$ cat config.mk
export PLATFORM = sky130hd
export DESIGN_NAME = gbs_cell
export DESIGN_NICKNAME = d
export VERILOG_FILES = /design/src/sv/gbs_pkg.sv /design/src/sv/gbs_cell.sv
export SDC_FILE = /design/constraint.sdc
export NUM_CORES = 1
export LEC_CHECK = 0
export BUFFER_PORTS_ARGS = -buffer_cell sky130_fd_sc_hd__clkbuf_2
export CAP_MARGIN = 40
export CORE_MARGIN = 4
export CORE_UTILIZATION = 40
export DETAILED_ROUTE_END_ITERATION = 16
export PLACE_DENSITY = 0.8
export SLEW_MARGIN = 0
export SYNTH_ARGS = -nofsm -noshare
export SYNTH_HDL_FRONTEND = slang
export SYNTH_SLANG_ARGS = --single-unit
$ cat constraint.sdc
create_clock -name clk -period 2.7 [get_ports clk]
set_input_delay 0.54 -clock clk [delete_from_list [all_inputs] [get_ports clk]]
set_output_delay 0.54 -clock clk [all_outputs]
set_load 0.05 [all_outputs]
$ cat src/sv/gbs_pkg.sv
`timescale 1ns / 1ps
`default_nettype none
package gbs_pkg;
    localparam int MaxDet = 64;
    localparam int CntW = $clog2(MaxDet + 1);

    typedef struct packed {
        logic [11:0] x;
        logic [11:0] y;
        logic [15:0] score;
        logic [3:0]  label;
        logic [7:0]  gw;
    } det_t;

    typedef struct packed {
        logic load;
        logic shift;
        det_t item;
    } cell_ctl_t;

    typedef enum logic [1:0] {
        ST_LOAD,
        ST_DRAIN,
        ST_EMIT
    } state_t;
endpackage
`default_nettype wire

$ cat src/sv/gbs_cell.sv
`timescale 1ns / 1ps
`default_nettype none
module gbs_cell
(
    input  wire logic             clk,
    input  wire logic             rst_n,
    input  wire gbs_pkg::cell_ctl_t ctl,
    input  wire logic             prev_valid,
    input  wire logic             prev_takes,
    input  wire gbs_pkg::det_t    prev_det,
    output logic                  valid,
    output logic                  takes,
    output gbs_pkg::det_t         det
);
    import gbs_pkg::*;

    logic  valid_reg, valid_next;
    det_t  det_reg, det_next;

    // new item goes here if it beats this cell (ties stay behind)
    assign takes = !valid_reg || (ctl.item.score > det_reg.score);
    assign valid = valid_reg;
    assign det   = det_reg;

    always_comb
    begin
        valid_next = valid_reg;
        det_next   = det_reg;
        if (ctl.load && takes)
        begin
            valid_next = 1'b1;
            det_next   = prev_takes ? prev_det : ctl.item;
            if (prev_takes && !prev_valid)
            begin
                valid_next = 1'b0;
            end
        end
        else if (ctl.shift)
        begin
            valid_next = prev_valid;
            det_next   = prev_det;
        end
    end

    always_ff @(posedge clk or negedge rst_n)
    begin
        if (!rst_n)
        begin
            valid_reg <= 1'b0;
        end
        else
        begin
            valid_reg <= valid_next;
        end
    end

    always_ff @(posedge clk)
    begin
        det_reg <= det_next;
    end
endmodule
`default_nettype wire

# After elaboration in Yosys (flattened, before gate mapping)
# Index checks and enable logic that the tools add are counted.
# op_classes
add_sub_neg	0
multipliers	0
n_div	0
n_lt_le_gt_ge	1
eq_ne	0
shift	0
n_mux	6
bitwise_logic	0
reduce_logical	6
# op_table
cell	n
two-way mux 52 bit	3
> comparator 16 bit	1
two-way mux 1 bit	3
logical AND 1 bit	2
zero test 1 bit	2
nonzero test 2 bit	1
logical OR 1 bit	1
# word_totals
regBits	53
latch_bits	0
mem_bits_rw	0
rom_bits	0
input_bits	110
out_inout_bits	54
word_cells	19
memories	0

# Depth between registers and ports, before layout
# logic_depth
depth_word	4
depth_mapped	10

# Least setup slack after synthesis
# Ideal clock, no wire load.
# synth_path
path_type	register to output
start	register det_reg, in the netlist det[26]
end	output port takes
t_arrival_ns	2.864
path_slack_ns	-0.704
path_stages_with_launch	8
n_path_buf	0
cell_sequence	edfxtp_1 > inv_1 > ha_1 > nand4_2 > or3_4 > a21oi_2 > nor4_2 > o21ai_0
# synth_via
elab_chain_cells	2
# synth_lines
element	line	source
start, declared	gbs_cell.sv:18	det_t det_reg, det_next;
start signal, assigned	gbs_cell.sv:59	det_reg <= det_next;
> comparator 16 bit	gbs_cell.sv:21	assign takes = !valid_reg || (ctl.item.score > det_reg.score);
logical OR 1 bit	gbs_cell.sv:21	
end, declared	gbs_cell.sv:12	output logic takes,
# No other way between the ends.

==> results.py <==
metrics = {
    "place": {
        "dpl.hpwl_um": 5690,
        "dp.cells": 454,
        "io_buffers": 163,
        "gp_congestion": 0.706,
        "place_ws_ps": -161,
    },
    "logic_synthesis": {
        "yosysMostFrequentCell": "edfxtp_1",
        "ys_ff_latch": 53,
        "synth.avg_cell_area_um2": 16.6,
        "ys.flop_type": "edfxtp_1",
        "netlist_top_cells_count": "edfxtp_1 (52), mux2_4 (50), inv_1 (18)",
        "yosysWarnings": 0,
        "yosysTopAreaCellShare": 0.525,
        "netlist_area_mm2": 0.00297,
        "syn_nets": 305,
        "yosysSeqAreaShare": 0.534,
        "synth.area.top_cells": "edfxtp_1 (53%), mux2_4 (25%), ha_1 (6.7%)",
        "async_flop_share": 0.0189,
        "yosysUniqueCellTypes": 31,
        "synthCells": 179,
        "yosys.area.top_type": "edfxtp_1",
        "synth-edff-count": 52,
    },
    "timing": {
        "rsz0062_at_grt": "true",
        "worst_hold_slack_ps": 530,
        "post-route-period-util": 1.03,
        "max_freq_mhz": 360,
        "tightestPinTransition_ps": 298,
        "min_period_ps": 2780,
        "maxSlewViolCount": 0,
        "finClkSkew_ps": 8.93,
        "setup_viol": 53,
        "worst_slack_ps": -77.2,
        "hold_violations": 0,
        "relSlewSlack": 0.801,
    },
    "setup_path": {
        "cp.required_ps": 2760,
        "critPathArrivalTime_ps": 2840,
        "startpoint_type": "flop",
        "cp_max_fo": 9,
        "r2r_start": "det[27]$_DFFE_PP_",
        "criticalPathCategory": "flop to flop",
        "worstSetupStartpoint": "det[27]$_DFFE_PP_",
        "critPathCaptureType": "flop",
    },
    "route": {
        "drtIter0Drc": 61,
        "totalWireLength_um": 7340,
        "num_vias": 2214,
        "via_per_inst": 4.65,
        "routedWlPerCell_um": 15.4,
        "drtPass1Iterations": 4,
        "ant_nets": 0,
        "route.detailed.drc": 0,
    },
    "final_layout": {
        "area_growth_pct": 51.9,
        "nets": 502,
        "antenna_cells": 0,
        "largest_register_ffs": 52,
        "drive_above_1_share": 0.745,
        "n_fill_cell": 583,
        "instances_no_fill": 476,
    },
    "cts": {
        "cts_max_path_buffers": 2,
        "cts_tree": "done",
        "h-tree-depth": 2,
        "cts_sinks": 53,
        "cts-root-buf": "clkbuf_8",
        "worstSkewPairLatency_ps": 300,
        "clkSlewWorstSetupHoldPaths_ps": 100,
        "cts_buffers": 5,
    },
    "floorplan": {
        "ios": 164,
        "core_area_mm2": 0.00725,
        "dieArea_mm2": 0.00887,
        "num_rows": 31,
        "fp.dieW_um": 94.2,
        "initial_core_util": 0.410,
        "fp.dieH_um": 94.2,
    },
    "power_and_ir_drop": {
        "comb_power_share": 0.389,
        "power.density_mw_per_mm2": 620,
        "ir_drop_mv": 0.288,
        "pwr-share-seq": 0.386,
        "clockPowerShare": 0.225,
        "p_switching_uw": 956,
        "switching_share": 0.341,
        "power_leakage_uw": 0.00227,
        "internal_power_uw": 1840,
    },
    "run_status": {
        "violations": "setup timing",
        "status": "finished with violations",
    },
    "grt": {
        "grt_util_all_layers": 0.153,
        "grt_pass1_vias": 2365,
        "grt_max_degree": 29,
        "grt_pass1_wl_um": 10700,
        "grt-ovfl-total": 0,
        "antenna_found_initial": 0,
    },
    "min_path": {
        "hp-start": "ctl[29]",
        "min_path_type": "input pin to flop",
    },
    "flow_run": {
        "cap_violations": 0,
    },
}
final timing paths:
kind / to / slack [ps] / depth (start not counted)
worst max register to register: det[30]$_DFFE_PP_ / -80 / 10
worst min register to register: valid$_DFFE_PN0P_ / 800 / 2
worst max-delay path: det[30]$_DFFE_PP_ / -80 / 10
worst min-delay path: det[29]$_DFFE_PP_ / 530 / 2
max in group asynchronous: valid$_DFFE_PN0P_ / 2070 / 2
min in group asynchronous: valid$_DFFE_PN0P_ / 540 / 2
cells by family (layout without fill, tap and decap cells):
kind of cell,count (synthesis),count (layout),synth area share
DFF,53,53,0.534
muxes,52,52,0.260
buffers and inverters,24,222,0.0602
AOI/OAI and AO/OA,17,17,0.0400
and+or+nand+nor,17,17,0.0383
adders and majority gates,16,16,0.0674
critical path, stage by stage, from the launching register on:
cell	delay, ps
edfxtp_1	400
inv_2	60
ha_4	270
nand4_4	110
or3_4	400
a21oi_4	140
nor4_4	60
buf_4	140
a211o_4	430
clkbuf_16	210
mux2_4	300
stage by stage:
stage / cell area [um2] / TNS, ps / total power [uW] / utilization
after floorplan: 3070 / -10450 / 1820 / -
after global placement: 4120 / -5600 / 2080 / 0.567
after detailed placement: 4120 / -9390 / 2110 / 0.567
after CTS: 4320 / -28.9 / 2770 / 0.596
after global routing: 4510 / -6550 / 2930 / 0.622
final: 4510 / -2760 / 2800 / 0.622
power by group through the flow:
stage	sequential [uW]	combinational (uW)	clock, uW
final	1080	1090	630
after CTS	1080	1040	649
after detailed placement	1100	1010	0
after global placement	1090	988	0
after global routing	1090	1150	679
after floorplan	1460	360	0
repair_timing:
action	in CTS	in global routing
hold endpoints to repair	1	0
resized for setup	4	10
pin swaps	5	2
endpoints found under the setup margin	1	89
gates cloned	0	6
hold buffers	1	0
buffers inserted	5	2
per-layer routing:
metal / vias to the layer above / GRT usage / wire length [um]
li1: 1076 / - / -
met1: 1018 / 0.163 / 2710
met2: 108 / 0.284 / 3900
met3: 12 / 0.0449 / 588
met4: 0 / 0.0554 / 132
met5: - / 0 / 0
final cells by class:
cell class / count / area [um2] / area share
inverter: 18 / 67.6 / 0.0150
clock buffer: 5 / 68.8 / 0.0152
tap: 99 / 124 / 0.0274
sequential: 53 / 1590 / 0.352
timing repair buffer: 196 / 1220 / 0.271
clock inverter: 3 / 65.1 / 0.0144
multi-input combinational: 102 / 1380 / 0.305
layout by cell type, fill, tap and decap left out, types with 2 or more instances in the layout:
cell / instances
nor2_1: 3
nand3_1: 2
clkbuf_16: 4
nand4_1: 3
ha_1: 8
buf_12: 6
a21oi_1: 5
mux2_2: 2
buf_4: 21
clkbuf_2: 162
edfxtp_1: 52
nor3_1: 2
inv_2: 7
mux2_4: 50
clkbuf_8: 5
ha_4: 8
bufinv_16: 2
inv_1: 11
(Power assumes the default switching activity.)
